`src/rtl/core/asdm_pkg.sv`:
```
// ---------------------------------------------------------------------------
// asdm_pkg
// Shared widths, state encoding and request types of the agent set distance
// metrics unit.
// ---------------------------------------------------------------------------
package asdm_pkg;

    localparam int MAX_AGENTS = 256;
    localparam int COORD_BITS = 10;
    localparam int FRAC_BITS  = 8;

    localparam int CNT_W   = $clog2(MAX_AGENTS + 1);
    localparam int ADDR_W  = (MAX_AGENTS > 1) ? $clog2(MAX_AGENTS) : 1;
    localparam int SQ_W    = 2 * COORD_BITS + 1;
    localparam int ROOT_STEPS = (SQ_W + 2 * FRAC_BITS + 1) / 2;
    localparam int RAD_W   = 2 * ROOT_STEPS;
    localparam int DIST_W  = ROOT_STEPS;
    localparam int WORST_W = DIST_W - FRAC_BITS;
    localparam int DSUM_W  = 27;
    localparam int SQS_W   = 30;
    localparam int DIVD_W  = DSUM_W;
    localparam int DIVS_W  = CNT_W;

    typedef struct packed {
        logic              start;
        logic [DIVD_W-1:0] dividend;
        logic [DIVS_W-1:0] divisor;
    } div_req_t;

    typedef struct packed {
        logic              done;
        logic [DIVD_W-1:0] quotient;
    } div_rsp_t;

    typedef enum logic [9:0] {
        ST_IDLE  = 10'b0000000001,
        ST_SQR   = 10'b0000000010,
        ST_RGO   = 10'b0000000100,
        ST_ROOT  = 10'b0000001000,
        ST_ACC   = 10'b0000010000,
        ST_CHK   = 10'b0000100000,
        ST_MEAN  = 10'b0001000000,
        ST_SCAN  = 10'b0010000000,
        ST_BGO   = 10'b0100000000,
        ST_BWAIT = 10'b1000000000
    } state_t;

endpackage

```
`src/rtl/core/asdm_sqrt.sv`:
```
// ---------------------------------------------------------------------------
// asdm_sqrt
// Restoring bit-serial square root giving a fixed-point distance, one root
// bit per cycle.
// ---------------------------------------------------------------------------
module asdm_sqrt (
    input  logic                       clk,
    input  logic                       rst_n,
    input  logic                       start,
    input  logic [asdm_pkg::SQ_W-1:0]  sq,
    output logic                       done,
    output logic [asdm_pkg::DIST_W-1:0] root_val
);
    import asdm_pkg::*;

    localparam int STEP_W = $clog2(ROOT_STEPS + 1);
    localparam int REM_W  = DIST_W + 3;

    logic [RAD_W-1:0]  rad_reg, rad_next;
    logic [REM_W-1:0]  rem_reg, rem_next;
    logic [DIST_W-1:0] root_reg, root_next;
    logic [STEP_W-1:0] step_reg, step_next;
    logic              done_reg, done_next;
    logic [REM_W-1:0]  rem_sh, trial;

    always_comb
    begin
        rem_sh    = {rem_reg[REM_W-3:0], rad_reg[RAD_W-1 -: 2]};
        trial     = {1'b0, root_reg, 2'b01};
        rad_next  = rad_reg;
        rem_next  = rem_reg;
        root_next = root_reg;
        step_next = step_reg;
        done_next = 1'b0;
        if (start)
        begin
            rad_next  = RAD_W'(sq) << (2 * FRAC_BITS);
            rem_next  = '0;
            root_next = '0;
            step_next = STEP_W'(ROOT_STEPS);
        end
        else if (step_reg != '0)
        begin
            rad_next  = rad_reg << 2;
            step_next = step_reg - 1'b1;
            if (rem_sh >= trial)
            begin
                rem_next  = rem_sh - trial;
                root_next = {root_reg[DIST_W-2:0], 1'b1};
            end
            else
            begin
                rem_next  = rem_sh;
                root_next = {root_reg[DIST_W-2:0], 1'b0};
            end
            done_next = (step_reg == STEP_W'(1));
        end
    end

    always_ff @(posedge clk or negedge rst_n)
    begin
        if (!rst_n)
        begin
            step_reg <= '0;
            done_reg <= 1'b0;
        end
        else
        begin
            step_reg <= step_next;
            done_reg <= done_next;
        end
    end

    always_ff @(posedge clk)
    begin
        rad_reg  <= rad_next;
        rem_reg  <= rem_next;
        root_reg <= root_next;
    end

    assign done     = done_reg;
    assign root_val = root_reg;
endmodule

```
`config.mk`:
```
export PLATFORM = sky130hd
export DESIGN_NAME = asdm_sqrt
export DESIGN_NICKNAME = d
export VERILOG_FILES = /design/src/rtl/core/asdm_pkg.sv /design/src/rtl/core/asdm_sqrt.sv
export SDC_FILE = /design/constraint.sdc
export NUM_CORES = 1
export LEC_CHECK = 0
export BUFFER_PORTS_ARGS = -buffer_cell sky130_fd_sc_hd__buf_2
export CAP_MARGIN = 15
export CELL_PAD_IN_SITES_DETAIL_PLACEMENT = 2
export CELL_PAD_IN_SITES_GLOBAL_PLACEMENT = 2
export CORE_ASPECT_RATIO = 1.2
export CORE_UTILIZATION = 27
export CTS_BUF_LIST = sky130_fd_sc_hd__clkbuf_4 sky130_fd_sc_hd__clkbuf_8
export DETAILED_ROUTE_END_ITERATION = 8
export PLACE_DENSITY = 0.72
export SYNTH_ARGS = -nofsm -noshare
export SYNTH_HDL_FRONTEND = slang
export SYNTH_SLANG_ARGS = --single-unit
```
`constraint.sdc`:
```
create_clock -name clk -period 4.6 [get_ports clk]
set_clock_uncertainty 0.2 [all_clocks]
set_input_delay 0 -clock clk [delete_from_list [all_inputs] [get_ports clk]]
set_output_delay 0 -clock clk [all_outputs]
set_load 0.005 [all_outputs]
```
==> results.py, run 1 <==
metrics = {
    "clock_tree": {
        "clk_pin_slew_ns": 0.08,
        "clock_path_buffers": 2,
        "clock-root-buffer": "clkbuf_8",
        "cts_resized": 0,
        "clock_latency_ns": 0.36,
        "cts_made_buffers": 9,
        "cts_sinks": 67,
        "h-tree-depth": 3,
        "tritoncts": "done",
    },
    "power": {
        "p_leak_nw": 1.94,
        "switchingPower_mw": 1.24,
        "pwr-share-seq": 0.274,
        "p_sw_frac": 0.432,
        "ir_drop_v": 0.000213,
        "power.total_mw": 2.87,
        "clockPowerShare": 0.183,
        "powerDensity_nw_per_um2": 609,
        "p_int_mw": 1.63,
        "combinationalPowerShare": 0.543,
    },
    "sta": {
        "worst_pin_slew_ns": 0.993,
        "finalSetupViolCount": 0,
        "fin_crit_sh": 0.668,
        "hold_viol": 0,
        "setup_tns_ns": 0,
        "grt_setup_unrepaired": "false",
        "min_period_ns": 3.07,
        "timing.max_slew.rel_slack": 0.335,
        "finalMaxSlewViolations": 0,
        "max_freq_mhz": 326,
    },
    "yosys": {
        "ys_types": 63,
        "netlist_area_sq_um": 3900,
        "synth_compound_area_frac": 0.191,
        "yosys_warnings": 0,
        "ys_top_cells_by_count": "nand2_1, dfxtp_1, a21oi_1",
        "synth-xor-area-share": 0.0315,
        "synth_top_area_share": 0.205,
        "synth_nets": 471,
        "synth_top_cell_by_area": "dfxtp_1",
        "synthTopCellsByArea": "dfxtp_1, edfxtp_1, ha_1",
        "synthCells": 423,
        "async_reset_ff_frac": 0.0896,
        "synth_edf_count": 21,
        "ys_seq_area_frac": 0.406,
        "yosys_register_bits": 67,
        "synth_simple_gate_area_share": 0.159,
        "synth-main-ff-cell": "dfxtp_1",
        "avgSynthCellArea_sq_um": 9.21,
        "synthAdderAreaFrac": 0.0770,
        "synth_top_family_by_area": "compound AO/OA/AOI/OAI gates",
        "muxShareOfSynthArea": 0.0857,
        "synth.most_common_cell": "nand2_1",
    },
    "placed_design": {
        "port_buffers": 43,
        "place_congestion": 0.748,
        "dpl.hpwl_um": 8040,
    },
    "grt": {
        "first_global_vias": 3869,
        "gr-total-overflow": 0,
        "grt_max_degree": 49,
        "grt_pass1_wl_um": 19800,
        "antenna_found_initial": 1,
        "track_usage": 0.169,
    },
    "drt": {
        "avgRoutedWirePerCell_um": 17.8,
        "ant_nets": 0,
        "vias": 3296,
        "wl_um": 11800,
        "drc": 1,
        "vias_per_cell": 5.00,
        "first_pass_iters": 6,
        "drt_iter0_drc": 82,
    },
    "worst_setup_path": {
        "r2r.worst_path.cells": 9,
        "worst-path-max-fanout": 24,
        "path_cells": "inv_1 > ha_1 > a21o_1 > a21o_1 > a41o_1 > nor3_4 > a21oi_4 > o311ai_0 > a211oi_1",
        "cp-start-kind": "flop",
        "cpLargestDelayFamily": "compound AO/OA/AOI/OAI gates",
        "cpMaxStageDelayCell": "a21oi_4",
        "cp.arrival_ns": 3.14,
        "critPathBufInv": 1,
        "r2r_setup_slack_ns": 1.53,
        "cp_common_cell": "a21o_1",
        "r2r-end": "rem_reg[15]",
        "required_ns": 4.67,
        "critPathCaptureType": "flop",
        "cp_slowest_stage_delay_ns": 0.71,
        "worstSetupPathType": "flop to flop",
        "r2r_start": "root_val[7]",
    },
    "outcome": {
        "outcome": "complete, but fails checks",
        "violations": "DRC",
    },
    "die": {
        "core-area_sq_um": 13900,
        "die_h_um": 134,
        "dieArea_sq_um": 14900,
        "rows": 47,
        "start_util": 0.280,
        "ios": 44,
        "die-width_um": 112,
    },
    "worst_hold_path": {
        "hold_class": "input port to flop",
        "hp-start": "sq[3]",
        "min_to": "rad_reg[19]",
        "min_path_cells": 3,
    },
    "cells_and_area": {
        "seq_area_sq_um": 1580,
        "final_util": 0.338,
        "drive_above_1_share": 0.191,
        "final_nets": 530,
        "largest_register_ffs": 22,
        "multi_input_area_sq_um": 2130,
        "nFillCells": 1536,
        "areaGrowthSynthToFinish_pct": 20.8,
    },
    "run": {
        "max_cap_violations": 0,
    },
}
==> logic make-up after synthesis <==
family | count (synthesis)
and+or+nand+nor | 130
AOI/OAI and AO/OA | 107
DFF | 67
buffers and inverters | 50
muxes | 31
adders and majority gates | 24
xor gates and xnor gates | 14
==> through the flow <==
stage / cells / worst slack (ns) / hold WS [ns] / instance area [sq um]
6_report: 659 / 1.53 / 0.272 / 4710
5_1_grt: 659 / 1.28 / 0.273 / 4710
4_1_cts: 658 / 1.49 / 0.241 / 4710
3_5_place_dp: 618 / 1.52 / -0.366 / 4270
3_3_place_gp: 618 / 1.66 / -0.368 / 4270
2_1_floorplan: 423 / 2.04 / -0.496 / 3900
==> what timing repair did <==
item / CTS / global route
buffers inserted: 0 / 0
hold buffers: 24 / 0
endpoints found under the hold margin: 43 / 0
==> how the worst max path moves through the flow <==
stage,startpoint,endpoint,cells after the start,slack [ns]
finish,root_val[7],rem_reg[15],9,1.53
global route,root_val[2],rem_reg[15],9,1.28
CTS,root_val[7],rem_reg[15],9,1.49
detailed placement,root_val[7],rem_reg[15],9,1.52
global placement,root_val[1],rem_reg[15],9,1.66
floorplan,root_val[0],rem_reg[10],10,2.04
==> final cells by class <==
| cell class | instances | area share |
|---|---|---|
| Antenna cell | 1 | 0.000531 |
| Clock buffer | 9 | 0.0263 |
| Clock inverter | 7 | 0.0165 |
| Inverter | 28 | 0.0223 |
| Multi-Input combinational cell | 306 | 0.452 |
| Sequential cell | 67 | 0.336 |
| Tap cell | 171 | 0.0454 |
| Timing Repair Buffer | 70 | 0.101 |
==> tightest hold or removal path, cell delays in order <==
cell	delay (ns)
dlygate4sd3_1	0.51
buf_2	0.09
mux2_2	0.13
==> routing by layer <==
metal | GRT usage | wire length (um)
met5 | 0 | 0
met4 | 0.0616 | 167
met3 | 0.0300 | 209
met2 | 0.318 | 6310
met1 | 0.188 | 5070
==> cell usage in the layout, fill, tap and decap left out, drive strengths merged, types with 3 or more instances in the layout <==
cell / instances
mux2i: 12
mux2: 19
nor3: 4
nand2: 59
clkbuf: 9
dfrtp: 6
nand3: 6
a211oi: 11
o31a: 3
nand2b: 5
edfxtp: 21
dfxtp: 40
a21o: 5
inv: 29
ha: 24
nor2: 33
o21ai: 18
and2: 4
o21a: 4
clkinv: 5
dlygate4sd3: 24
nand4: 4
xor2: 8
a21oi: 38
xnor2: 6
a31oi: 4
nor2b: 3
buf: 46
==> power groups by stage <==
stage                     Sequential (mW)  Combinational (mW)  Clock, mW
after floorplan                     0.771                1.21          0
after global placement              0.797                1.46          0
after detailed placement            0.801                1.52          0
after CTS                           0.788                1.57      0.538
after global routing                0.800                1.72      0.560
final                               0.786                1.56      0.524
Note: power is estimated with default switching activity, not from simulation.
==> inputs of run 2 (changes only) <==
--- a/config.mk
+++ b/config.mk
@@ -13,7 +13,7 @@
 export CORE_UTILIZATION = 27
 export CTS_BUF_LIST = sky130_fd_sc_hd__clkbuf_4 sky130_fd_sc_hd__clkbuf_8
 export DETAILED_ROUTE_END_ITERATION = 8
-export PLACE_DENSITY = 0.72
+export PLACE_DENSITY = 0.74
 export SYNTH_ARGS = -nofsm -noshare
 export SYNTH_HDL_FRONTEND = slang
 export SYNTH_SLANG_ARGS = --single-unit
==> constraint.sdc (replaced) <==
create_clock -name clk -period 2.61 [get_ports clk]
set_clock_uncertainty 0.2 [all_clocks]
set_input_delay 0 -clock clk [delete_from_list [all_inputs] [get_ports clk]]
set_output_delay 0 -clock clk [all_outputs]
set_load 0.005 [all_outputs]
==> results.py, run 2 (same netlist as run 1, synthesis figures left out) <==
metrics = {
    "outcome": {
        "outcome": "complete, but fails checks",
        "violations": "setup timing",
    },
    "placed_design": {
        "place_congestion": 0.833,
        "placed_area_sq_um": 4810,
        "dp_cells": 690,
        "dpl.hpwl_um": 9740,
        "port_buffers": 43,
    },
    "clock_tree": {
        "clock_path_buffers": 2,
        "cts_made_buffers": 9,
        "clock_latency_ns": 0.40,
        "cts_sinks": 67,
        "clock-root-buffer": "clkbuf_8",
        "tritoncts": "done",
        "clk_pin_slew_ns": 0.11,
        "h-tree-depth": 3,
    },
    "grt": {
        "gr-total-overflow": 0,
        "grt_pass1_wl_um": 26400,
        "track_usage": 0.238,
        "grt_max_degree": 49,
        "antenna_found_initial": 0,
        "first_global_vias": 4501,
    },
    "cells_and_area": {
        "seq_area_sq_um": 1600,
        "final_common_cell": "buf_4",
        "multi_input_area_sq_um": 2470,
        "final_util": 0.411,
        "drive_above_1_share": 0.402,
        "final_nets": 613,
        "n_antenna_cell": 0,
        "areaGrowthSynthToFinish_pct": 46.9,
        "mostFrequentLayoutCells": "buf_4, nand2_1, buf_2, nor2_1, a21oi_1",
        "largest_register_ffs": 22,
        "instances_no_fill": 741,
        "design_area_sq_um": 5720,
        "nFillCells": 1451,
    },
    "drt": {
        "met1Wirelength_um": 7160,
        "routed-wl-met2_um": 10700,
        "vias": 4052,
        "wl_um": 19600,
        "vias_per_cell": 5.47,
        "avgRoutedWirePerCell_um": 26.5,
        "top_layer_used": "met4",
        "wl_met3_um": 664,
        "first_pass_iters": 4,
        "drc": 0,
        "ant_nets": 0,
        "drt_iter0_drc": 186,
    },
    "sta": {
        "finalSetupViolCount": 19,
        "worst_pin_slew_ns": 0.924,
        "timing.max_slew.rel_slack": 0.383,
        "grt_setup_unrepaired": "true",
        "finalMaxSlewViolations": 0,
        "hold_viol": 0,
        "post-route-worst-setup-slack_ns": -0.221,
        "max_freq_mhz": 353,
        "fin_crit_sh": 1.08,
        "min_period_ns": 2.83,
        "fin_hold_ws_ns": 0.0233,
    },
    "worst_setup_path": {
        "r2r.worst_path.cells": 11,
        "critPathCaptureType": "flop",
        "r2r_start": "rad_reg[36]",
        "cp-start-kind": "flop",
        "required_ns": 2.71,
        "worstSetupPathType": "flop to flop",
        "crit_end": "rem_reg[18]",
        "worstSetupStartpoint": "rad_reg[36]",
        "r2r_setup_slack_ns": -0.22,
        "cp.arrival_ns": 2.93,
        "r2r-end": "rem_reg[18]",
        "worst-path-max-fanout": 4,
    },
    "die": {
        "dieArea_sq_um": 14900,
        "rows": 47,
        "die-width_um": 112,
        "start_util": 0.280,
        "ios": 44,
        "die_h_um": 134,
        "core-area_sq_um": 13900,
    },
    "power": {
        "ir_drop_v": 0.000374,
        "p_leak_nw": 2.40,
        "powerDensity_nw_per_um2": 1300,
        "power.total_mw": 7.44,
    },
    "worst_hold_path": {
        "hold_class": "input port to flop",
        "min_path_cells": 2,
    },
    "run": {
        "max_cap_violations": 0,
    },
}
==> run 2: cell count changes in the layout (fill, tap and decap cells not counted), moves of 4 or more <==
cell      before  now
dfxtp_2        0   11
o21ai_0       14    9
buf_6          0    8
a211oi_1      11    6
ha_1          24   12
ha_4           0   10
a21oi_2        1    5
o21ai_1        3    7
buf_4          3   77
dfxtp_1       40   29
a21oi_1       36   30
a211oi_2       0    5
==> run 2: worst min-delay path by stage <==
stage	slack, ns	start	to
global placement	-0.37	rst_n	done
CTS	0.03	start	rad_reg[16]
floorplan	-0.50	rst_n	done
detailed placement	-0.37	rst_n	step_reg[1]
global route	0.05	start	rad_reg[17]
finish	0.02	start	rad_reg[17]
==> run 2: where the power goes <==
group / leakage, nW / internal [mW] / total [mW] / switching [mW]
logic: 1.67 / 2.35 / 4.99 / 2.64
registers: 0.630 / 1.26 / 1.43 / 0.173
clock network: 0.0988 / 0.459 / 1.02 / 0.560
==> run 2: what timing repair did <==
action,4_1_cts,5_1_grt
hold endpoints to repair,27,0
buffers inserted,7,4
gates resized for setup,22,58
hold buffers,23,0
cloned,1,0
setup endpoints to repair,18,21
pin swaps,14,21
==> run 2: worst max-delay path: stages (launching register included) <==
cell and delay [ns]:
edfxtp_1 0.47, inv_2 0.11, ha_4 0.16, nor2b_4 0.05, o31a_1 0.33, o31a_4 0.34
buf_4 0.16, a21oi_4 0.19, buf_6 0.13, mux2i_1 0.20, nand3_1 0.15, a211oi_2 0.22
==> run 2: layer usage <==
metal  GRT usage  vias up
met3      0.0378       73
met5           0        -
li1            -     1792
met1       0.245     2053
met4       0.164        0
met2       0.439      134
==> run 2: final cells by class <==
class	count	area share
repair buffers	152	0.198
inverters	28	0.0184
well taps	171	0.0374
flip-flops and latches	67	0.279
clock buffers	9	0.0216
clock inverters	7	0.0144
multi-input cells	307	0.431
==> run 2: metrics by stage <==
step / setup TNS [ns] / setup slack, ns
after floorplan: 0 / 0.0513
after global placement: -0.258 / -0.0662
after detailed placement: -1.03 / -0.247
after CTS: -0.0209 / -0.0209
after global routing: -2.87 / -0.250
final: -1.77 / -0.221
