**config.mk**
```make
export PLATFORM = sky130hd
export DESIGN_NAME = asdm_div
export DESIGN_NICKNAME = d
export VERILOG_FILES = /design/src/rtl/core/asdm_pkg.sv /design/src/rtl/core/asdm_div.sv
export SDC_FILE = /design/constraint.sdc
export NUM_CORES = 1
export LEC_CHECK = 0
export BUFFER_PORTS_ARGS = -buffer_cell sky130_fd_sc_hd__buf_2
export CAP_MARGIN = 20
export CORE_MARGIN = 3
export CORE_UTILIZATION = 55
export CTS_CLUSTER_SIZE = 40
export DETAILED_ROUTE_END_ITERATION = 12
export PLACE_DENSITY = 0.83
export SLEW_MARGIN = 20
export SYNTH_ARGS = -nofsm -noshare
export SYNTH_HDL_FRONTEND = slang
export SYNTH_SLANG_ARGS = --single-unit
```
**constraint.sdc**
```tcl
create_clock -name clk -period 3.3 [get_ports clk]
set_clock_uncertainty 0.15 [all_clocks]
set_input_delay 0.495 -clock clk [delete_from_list [all_inputs] [get_ports clk]]
set_output_delay 0.495 -clock clk [all_outputs]
set_load 0.1 [all_outputs]
```
**src/rtl/core/asdm_pkg.sv**
```systemverilog
// ---------------------------------------------------------------------------
// asdm_pkg
// Shared widths, state encoding and request types of the agent set distance
// metrics unit.
// ---------------------------------------------------------------------------
package asdm_pkg;

    localparam int MAX_AGENTS = 256;
    localparam int COORD_BITS = 10;
    localparam int FRAC_BITS  = 8;

    localparam int CNT_W   = $clog2(MAX_AGENTS + 1);
    localparam int ADDR_W  = (MAX_AGENTS > 1) ? $clog2(MAX_AGENTS) : 1;
    localparam int SQ_W    = 2 * COORD_BITS + 1;
    localparam int ROOT_STEPS = (SQ_W + 2 * FRAC_BITS + 1) / 2;
    localparam int RAD_W   = 2 * ROOT_STEPS;
    localparam int DIST_W  = ROOT_STEPS;
    localparam int WORST_W = DIST_W - FRAC_BITS;
    localparam int DSUM_W  = 27;
    localparam int SQS_W   = 30;
    localparam int DIVD_W  = DSUM_W;
    localparam int DIVS_W  = CNT_W;

    typedef struct packed {
        logic              start;
        logic [DIVD_W-1:0] dividend;
        logic [DIVS_W-1:0] divisor;
    } div_req_t;

    typedef struct packed {
        logic              done;
        logic [DIVD_W-1:0] quotient;
    } div_rsp_t;

    typedef enum logic [9:0] {
        ST_IDLE  = 10'b0000000001,
        ST_SQR   = 10'b0000000010,
        ST_RGO   = 10'b0000000100,
        ST_ROOT  = 10'b0000001000,
        ST_ACC   = 10'b0000010000,
        ST_CHK   = 10'b0000100000,
        ST_MEAN  = 10'b0001000000,
        ST_SCAN  = 10'b0010000000,
        ST_BGO   = 10'b0100000000,
        ST_BWAIT = 10'b1000000000
    } state_t;

endpackage

```
**src/rtl/core/asdm_div.sv**
```systemverilog
// ---------------------------------------------------------------------------
// asdm_div
// Restoring truncating divider, one quotient bit per cycle, shared by the
// overall mean and the selected mean.
// ---------------------------------------------------------------------------
module asdm_div (
    input  logic               clk,
    input  logic               rst_n,
    input  asdm_pkg::div_req_t req,
    output asdm_pkg::div_rsp_t rsp
);
    import asdm_pkg::*;

    localparam int STEP_W = $clog2(DIVD_W + 1);

    logic [DIVD_W-1:0] q_reg, q_next;
    logic [DIVS_W:0]   rem_reg, rem_next;
    logic [DIVS_W-1:0] dvs_reg, dvs_next;
    logic [STEP_W-1:0] step_reg, step_next;
    logic              done_reg, done_next;
    logic [DIVS_W:0]   rem_sh;

    always_comb
    begin
        rem_sh    = {rem_reg[DIVS_W-1:0], q_reg[DIVD_W-1]};
        q_next    = q_reg;
        rem_next  = rem_reg;
        dvs_next  = dvs_reg;
        step_next = step_reg;
        done_next = 1'b0;
        if (req.start)
        begin
            q_next    = req.dividend;
            rem_next  = '0;
            dvs_next  = req.divisor;
            step_next = STEP_W'(DIVD_W);
        end
        else if (step_reg != '0)
        begin
            step_next = step_reg - 1'b1;
            if (rem_sh >= {1'b0, dvs_reg})
            begin
                rem_next = rem_sh - {1'b0, dvs_reg};
                q_next   = {q_reg[DIVD_W-2:0], 1'b1};
            end
            else
            begin
                rem_next = rem_sh;
                q_next   = {q_reg[DIVD_W-2:0], 1'b0};
            end
            done_next = (step_reg == STEP_W'(1));
        end
    end

    always_ff @(posedge clk or negedge rst_n)
    begin
        if (!rst_n)
        begin
            step_reg <= '0;
            done_reg <= 1'b0;
        end
        else
        begin
            step_reg <= step_next;
            done_reg <= done_next;
        end
    end

    always_ff @(posedge clk)
    begin
        q_reg   <= q_next;
        rem_reg <= rem_next;
        dvs_reg <= dvs_next;
    end

    assign rsp.done     = done_reg;
    assign rsp.quotient = q_reg;
endmodule

```
==> flow_summary_export.csv, run 1 <==
group,metric,value,unit
sta,fmax,407.2,MHz
clock_tree,cts_tree,"yes",
global_routing,grt_use_met2,33.07,%
hold_path,hold_path.class,"input port to register",
finish,final_cell_mix,"buf_2 (66), edfxtp_1 (36), mux2_2 (26)",
placement,place_inst,313,
worst_setup_path,arrival,2.56,ns
power_and_ir_drop,ir_worst_vdd,0.5655,mV
logic_synthesis,synth_cell_types,43,
sta,hold_viol,0,
worst_setup_path,cpMostUsedCell,"inv_1",
power_and_ir_drop,p_int,0.001372,W
placement,gp_congestion,0.8368,
power_and_ir_drop,p_switching,0.0009612,W
detailed_routing,dr.pass1.iters,4,
global_routing,grt_pass1_vias,1779,
hold_path,hp-start,"req[2]",
detailed_routing,ant_nets,0,
global_routing,antenna_found_initial,0,
detailed_routing,vias,1772,
job,max_cap_viol_count,0,
worst_setup_path,cp-start-kind,"register",
logic_synthesis,ys_async_sr_fraction,11.76,%
worst_setup_path,path_cells,"inv_1, ha_1, inv_1, fa_1, a21oi_2, a211oi_2, nor3_2, buf_4, mux2i_1, a22o_1",
placement,port-buffer-count,66,
clock_tree,root_buffer,"clkbuf_8",
global_routing,grt_pass1_wl,8280,um
worst_setup_path,crit_path_end_kind,"register",
finish,syn2layout_area_growth,18.85,%
logic_synthesis,synth_area_per_cell,12.87,um^2
global_routing,grt_remaining_overflow,0,
sta,whs,0.2107,ns
sta,slew_viol_final,0,
worst_setup_path,cp-startpoint,"q_reg[26]$_DFFE_PP_",
sta,fin_crit_sh,74.42,%
worst_setup_path,slowest_delay,0.43,ns
logic_synthesis,syn_nets,252,
floorplan,dieHeight,74.43,um
detailed_routing,avgRoutedWirePerCell,15.75,um
sta,timing.setup.tns,0,ns
clock_tree,clkTransAtPathRegs,0.09,ns
worst_setup_path,slowest_stage,"fa_1",
finish,diodes,0,
logic_synthesis,synth-seq-cells,51,
clock_tree,clock_latency,0.30,ns
logic_synthesis,synth-edff-count,36,
power_and_ir_drop,powerDensity,762.3,nW/um^2
power_and_ir_drop,sw_frac_of_total,41.20,%
sta,worst_pin_slew,0.9973,ns
power_and_ir_drop,power_leakage,1.354,nW
global_routing,grt_max_degree,44,
global_routing,track_usage,20.14,%
logic_synthesis,synth_warnings,0,
global_routing,top_usage_layer,"met2",
clock_tree,cts_buffers,5,
worst_setup_path,timing.rr.start,"q_reg[26]$_DFFE_PP_",
floorplan,io_pins,67,
worst_setup_path,worstPathRequired,3.40,ns
worst_setup_path,endpoint,"rem_reg[0]$_SDFFE_PP0P_",
placement,hpwl,3783,um
logic_synthesis,netlist_instances,200,
clock_tree,cts_buffer_depth,2,
finish,fin_nets,321,
logic_synthesis,synthTopCellsByArea,"edfxtp_1 (42%), mux2_2 (11%), dfxtp_1 (7.0%)",
global_routing,grt_use_met3,5.405,%
power_and_ir_drop,total_power,0.002333,W
logic_synthesis,yosysTopAreaCell,"edfxtp_1",
sta,finalWorstSetupSlack,0.8443,ns
sta,period_needed,2.456,ns
run_status,status,"complete, no violations",
finish,drive_gt1_share,40.37,%
floorplan,start_util,57.94,%
worst_setup_path,r2r-end,"rem_reg[0]$_SDFFE_PP0P_",
finish,final_common_cell,"buf_2",
worst_setup_path,r2r_slack,0.84,ns
logic_synthesis,synth_area,2575,um^2
logic_synthesis,synthFlopType,"edfxtp_1",
logic_synthesis,seq_area_frac_synth,54.81,%
worst_setup_path,r2r_cells,10,
detailed_routing,drc,0,
power_and_ir_drop,pwr-share-comb,44.1,%
finish,stdcell_count,322,
clock_tree,clock_sinks,51,
detailed_routing,vias_per_cell,5.503,
detailed_routing,drt-initial-drc-count,74,
floorplan,rows,24,
global_routing,grt_util_met1,24.98,%
worst_setup_path,crit_type,"register to register",
floorplan,dieArea,5539,um^2
sta,setup_violations,0,
floorplan,design.core.area,4444,um^2
detailed_routing,wl,5071,um
sta,rsz0062_at_grt,"false",
clock_tree,cts-htree-levels,2,
sta,max-slew-margin-rel,33.44,%
placement,pre_cts_slack,0.8696,ns
finish,largest_reg_flops,27,
logic_synthesis,synth_top_area_share,41.98,%
floorplan,die_w,74.43,um
power_and_ir_drop,power.share.sequential,37.6,%
power_and_ir_drop,p_clk_share,18.2,%
worst_setup_path,crit_fanout,11,
-- cells by family after synthesis --
kind of cell,share of synthesized area (%)
compound gates,8.601
xor+xnor,2.041
fa+ha+maj,6.608
buf+inv,4.130
flops,54.81
mux,14.87
simple gates,8.941
-- worst min-delay path by stage --
stage                           endpoint  slack, ns  cells past startpoint
floorplan             done_reg$_DFF_PN0_       0.05                      0
global placement      done_reg$_DFF_PN0_       0.18                      1
detailed placement    done_reg$_DFF_PN0_       0.18                      1
CTS                 dvs_reg[1]$_DFFE_PP_       0.20                      1
global route        dvs_reg[2]$_DFFE_PP_       0.20                      1
finish              dvs_reg[2]$_DFFE_PP_       0.21                      1
-- cells in the mapped netlist, drive strengths merged, types with 4 or more instances --
master / count
a21oi: 10
buf: 6
dfrtp: 6
dfxtp: 9
edfxtp: 36
ha: 12
inv: 17
mux2: 26
mux2i: 9
nand2: 7
nand2b: 5
nand3: 4
nor2: 5
nor3: 5
o21ai: 10
xnor2: 4
-- critical path, delay by kind of cell (launching register included) --
family          cells  cell delay [ns]
mux                 1             0.23
compound gates      3             0.46
buf+inv             3             0.38
flops               1             0.39
simple gates        1             0.18
fa+ha+maj           2             0.61
-- power groups by stage --
stage	registers [W]	logic [W]	clock network, W
2_1_floorplan	0.00118	0.000548	0
6_report	0.000878	0.00103	0.000425
3_3_place_gp	0.000888	0.000996	0
3_5_place_dp	0.000886	0.00103	0
5_1_grt	0.000891	0.00111	0.000453
4_1_cts	0.000877	0.00103	0.000429
-- routing by layer --
| metal | vias to the layer above | part of all wire, % |
|---|---|---|
| met1 | 840 | 43 |
| met4 | 0 | 1.4 |
| met2 | 51 | 48 |
| met5 | - | 0 |
| met3 | 7 | 7.2 |
| li1 | 874 | - |
-- stage by stage --
| stage | util, % | area [um^2] |
|---|---|---|
| final | 68.86 | 3060 |
| after global routing | 68.86 | 3060 |
| after CTS | 68.86 | 3060 |
| after detailed placement | 66.22 | 2943 |
| after global placement | 66.22 | 2943 |
| after floorplan | - | 2575 |
-- cell type report --
| cell class | count | area [um^2] |
|---|---|---|
| fillers | 315 | 1384 |
| inverters | 17 | 63.81 |
| flip-flops and latches | 51 | 1411 |
| clock buffers | 5 | 68.82 |
| repair buffers | 69 | 355.3 |
| clock inverters | 3 | 38.79 |
| well taps | 52 | 65.06 |
| multi-input cells | 125 | 1057 |
-- what timing repair did --
action | 4_1_cts | 5_1_grt
setup buffers | 0 | 0
gates resized for setup | 0 | 0
setup endpoints to repair | 0 | 0
hold buffers | 1 | 0
hold endpoints to repair | 6 | 0
(Power assumes the default switching activity.)
==> run 2: changes to the inputs <==
--- a/config.mk
+++ b/config.mk
@@ -5,13 +5,14 @@
 export SDC_FILE = /design/constraint.sdc
 export NUM_CORES = 1
 export LEC_CHECK = 0
+export ABC_AREA = 1
 export BUFFER_PORTS_ARGS = -buffer_cell sky130_fd_sc_hd__buf_2
 export CAP_MARGIN = 20
 export CORE_MARGIN = 3
-export CORE_UTILIZATION = 55
+export CORE_UTILIZATION = 48
 export CTS_CLUSTER_SIZE = 40
 export DETAILED_ROUTE_END_ITERATION = 12
-export PLACE_DENSITY = 0.83
+export PLACE_DENSITY = 0.76
 export SLEW_MARGIN = 20
 export SYNTH_ARGS = -nofsm -noshare
 export SYNTH_HDL_FRONTEND = slang
==> constraint.sdc (replaced) <==
create_clock -name clk -period 2.2 [get_ports clk]
set_clock_uncertainty 0.15 [all_clocks]
set_input_delay 0.33 -clock clk [delete_from_list [all_inputs] [get_ports clk]]
set_output_delay 0.33 -clock clk [all_outputs]
set_load 0.1 [all_outputs]
==> run 2 against run 1 <==
  * First-iteration DRC count up 62%
  * Non-clock buffer count up 7
  * Clock power up 58%
  * Synthesized area up 7.2%
  * Register-to-register slack worse by 0.66 ns
  * Final area up 8.5%
  * Maximum frequency up 22%
  * Synthesized cell count up 62%
  * Combinational power up 48%
==> flow_summary_export.csv, run 2 <==
group,metric,value,unit
detailed_routing,vias_per_cell,4.910,
placement,hpwl,4594,um
hold_path,holdPathStages,1,
logic_synthesis,synth-edff-count,36,
worst_setup_path,timing.rr.start,"q_reg[26]$_DFFE_PP_",
power_and_ir_drop,p_switching,0.001476,W
clock_tree,cts_resized,0,
detailed_routing,drc,0,
global_routing,grt_max_degree,33,
hold_path,hp-start,"req[0]",
worst_setup_path,r2r_cells,11,
job,max_cap_viol_count,0,
clock_tree,clkTransAtPathRegs,0.10,ns
clock_tree,cts_buffer_depth,2,
worst_setup_path,worstPathRequired,2.30,ns
logic_synthesis,synthTopCellsByCount,"nand2_1 (141), inv_1 (42), edfxtp_1 (36)",
finish,final_common_cell,"nand2_1",
detailed_routing,wl,6043,um
finish,syn2layout_area_growth,20.21,%
global_routing,grt_pass1_wl,10340,um
clock_tree,cts_buffers,5,
sta,rsz0062_at_grt,"false",
detailed_routing,ant_nets,0,
sta,fmax,495.8,MHz
worst_setup_path,cpMostUsedCell,"nand2_2",
clock_tree,cts-htree-levels,2,
finish,drive_gt1_share,27.96,%
logic_synthesis,synthFlopType,"edfxtp_1",
detailed_routing,dr.pass1.iters,5,
sta,setup_violations,0,
logic_synthesis,synth_cell_types,30,
detailed_routing,avgRoutedWirePerCell,12.94,um
worst_setup_path,crit_fanout,9,
logic_synthesis,synth_warnings,0,
logic_synthesis,synth_area_per_cell,8.523,um^2
sta,slew_viol_final,0,
floorplan,design.core.area,5335,um^2
detailed_routing,vias,2293,
hold_path,hold_path.class,"input port to register",
global_routing,track_usage,20.20,%
finish,final_cell_mix,"nand2_1 (141), buf_2 (66), inv_1 (40)",
power_and_ir_drop,p_int,0.001991,W
logic_synthesis,synth_top_area_share,39.15,%
run_status,status,"complete, no violations",
floorplan,dieHeight,81.85,um
placement,port-buffer-count,66,
power_and_ir_drop,power_leakage,1.794,nW
logic_synthesis,syn_nets,376,
sta,worst_pin_slew,0.5022,ns
worst_setup_path,r2r_slack,0.18,ns
global_routing,grt_pass1_vias,2252,
logic_synthesis,synth-seq-cells,51,
worst_setup_path,slowest_stage,"edfxtp_1",
logic_synthesis,seq_area_frac_synth,51.11,%
logic_synthesis,netlist_instances,324,
finish,diodes,0,
global_routing,grt_remaining_overflow,0,
floorplan,start_util,51.76,%
clock_tree,clock_latency,0.30,ns
sta,max-slew-margin-rel,66.75,%
logic_synthesis,synth_area,2761,um^2
worst_setup_path,arrival,2.12,ns
floorplan,dieArea,6699,um^2
sta,hold_viol,0,
finish,fin_nets,448,
power_and_ir_drop,power.share.sequential,36.8,%
hold_path,whs_endpoint,"dvs_reg[0]$_DFFE_PP_",
worst_setup_path,cp-start-kind,"register",
logic_synthesis,synth.most_common_cell,"nand2_1",
floorplan,io_pins,67,
clock_tree,cts_tree,"yes",
global_routing,antenna_found_initial,0,
worst_setup_path,crit_path_end_kind,"register",
clock_tree,clock_sinks,51,
logic_synthesis,ys_async_sr_fraction,11.76,%
worst_setup_path,slowest_delay,0.40,ns
logic_synthesis,yosysTopAreaCell,"edfxtp_1",
logic_synthesis,synthTopCellsByArea,"edfxtp_1 (39%), nand2_1 (19%), dfxtp_1 (6.5%)",
sta,fin_crit_sh,91.68,%
power_and_ir_drop,pwr-share-comb,43.8,%
sta,whs,0.04067,ns
power_and_ir_drop,ir_worst_vdd,0.6084,mV
power_and_ir_drop,p_clk_share,19.4,%
floorplan,die_w,81.85,um
worst_setup_path,path_cells,"inv_2, ha_4, inv_2, fa_2, nand4_2, nand2_2, nand2_2, nand2_2, nand2_1, nand3_1, nand2_1",
detailed_routing,drt-initial-drc-count,120,
finish,largest_reg_flops,27,
power_and_ir_drop,powerDensity,1044,nW/um^2
worst_setup_path,crit_type,"register to register",
sta,timing.setup.tns,0,ns
clock_tree,root_buffer,"clkbuf_8",
power_and_ir_drop,sw_frac_of_total,42.57,%
floorplan,rows,26,
sta,period_needed,2.017,ns
worst_setup_path,r2r-end,"rem_reg[4]$_SDFFE_PP0P_",
placement,gp_congestion,0.8929,
-- run 2: changes by cell type after synthesis, sizes merged, moves of 4 or more --
| cell | before | now |
|---|---|---|
| nand3 | 4 | 30 |
| mux2i | 9 | 0 |
| a21oi | 10 | 6 |
| inv | 17 | 44 |
| o21ai | 10 | 1 |
| nor2 | 5 | 9 |
| nand2 | 7 | 146 |
| nand2b | 5 | 0 |
| mux2 | 26 | 0 |
-- run 2: worst max-delay path, delay by kind of cell (launching register included) --
kind,cells,cell delay [ns]
and+or+nand+nor,7,0.76
adders and majority gates,2,0.50
DFF,1,0.40
buffers and inverters,2,0.14
-- run 2: logic make-up (layout without fill, tap and decap cells) --
family          count (synthesis)  count (layout)  synth area share [%]
buf+inv                        55             128                 8.608
xor+xnor                        4               4                 1.269
flops                          51              51                 51.11
simple gates                  190             190                 30.45
fa+ha+maj                      13              13                 6.162
compound gates                 11              11                 2.401
-- run 2: how the worst max path moves through the flow --
stage / from / end / slack, ns
after floorplan: q_reg[26]$_DFFE_PP_ / q_reg[0]$_DFFE_PP_ / -0.19
after global placement: dvs_reg[6]$_DFFE_PP_ / rem_reg[4]$_SDFFE_PP0P_ / 0.26
after detailed placement: q_reg[26]$_DFFE_PP_ / rem_reg[4]$_SDFFE_PP0P_ / 0.19
after CTS: q_reg[26]$_DFFE_PP_ / rem_reg[4]$_SDFFE_PP0P_ / 0.16
after global routing: q_reg[26]$_DFFE_PP_ / rem_reg[4]$_SDFFE_PP0P_ / 0.03
final: q_reg[26]$_DFFE_PP_ / rem_reg[4]$_SDFFE_PP0P_ / 0.18
-- run 2: layout make-up --
class	count	area, um^2
Inverter	44	165.2
Tap cell	70	87.58
Multi-Input combinational cell	218	1132
Clock buffer	5	68.82
Timing Repair Buffer	76	407.9
Sequential cell	51	1411
Clock inverter	3	46.29
Fill cell	492	2016
-- run 2: what timing repair did --
item	4_1_cts	5_1_grt
hold buffers	1	0
hold endpoints to repair	6	0
buffers inserted	0	0
-- run 2: power groups by stage --
stage	clock, W	combinational (W)	sequential, W
final	0.000673	0.00152	0.00128
after global routing	0.000742	0.00168	0.00130
after CTS	0.000693	0.00152	0.00128
after detailed placement	0	0.00151	0.00129
after global placement	0	0.00148	0.00130
after floorplan	0	0.000851	0.00167
-- run 2: per-stage QoR --
| step | util, % | setup slack (ns) | instances | power [W] | instance area (um^2) |
|---|---|---|---|---|---|
| floorplan | - | -0.1892 | 324 | 0.002518 | 2781 |
| global placement | 59.87 | 0.2647 | 458 | 0.002773 | 3194 |
| detailed placement | 59.87 | 0.1950 | 458 | 0.002806 | 3194 |
| CTS | 62.22 | 0.1641 | 467 | 0.003488 | 3319 |
| global route | 62.22 | 0.02769 | 467 | 0.003715 | 3319 |
| finish | 62.22 | 0.1831 | 467 | 0.003466 | 3319 |
-- run 2: routing by layer --
layer	vias to the layer above	track usage [%]	wire length, um
li1	1166	-	-
met4	0	7.143	85
met5	-	0	0
met2	78	32.47	2840
met3	8	5.592	389
met1	1041	26.15	2727
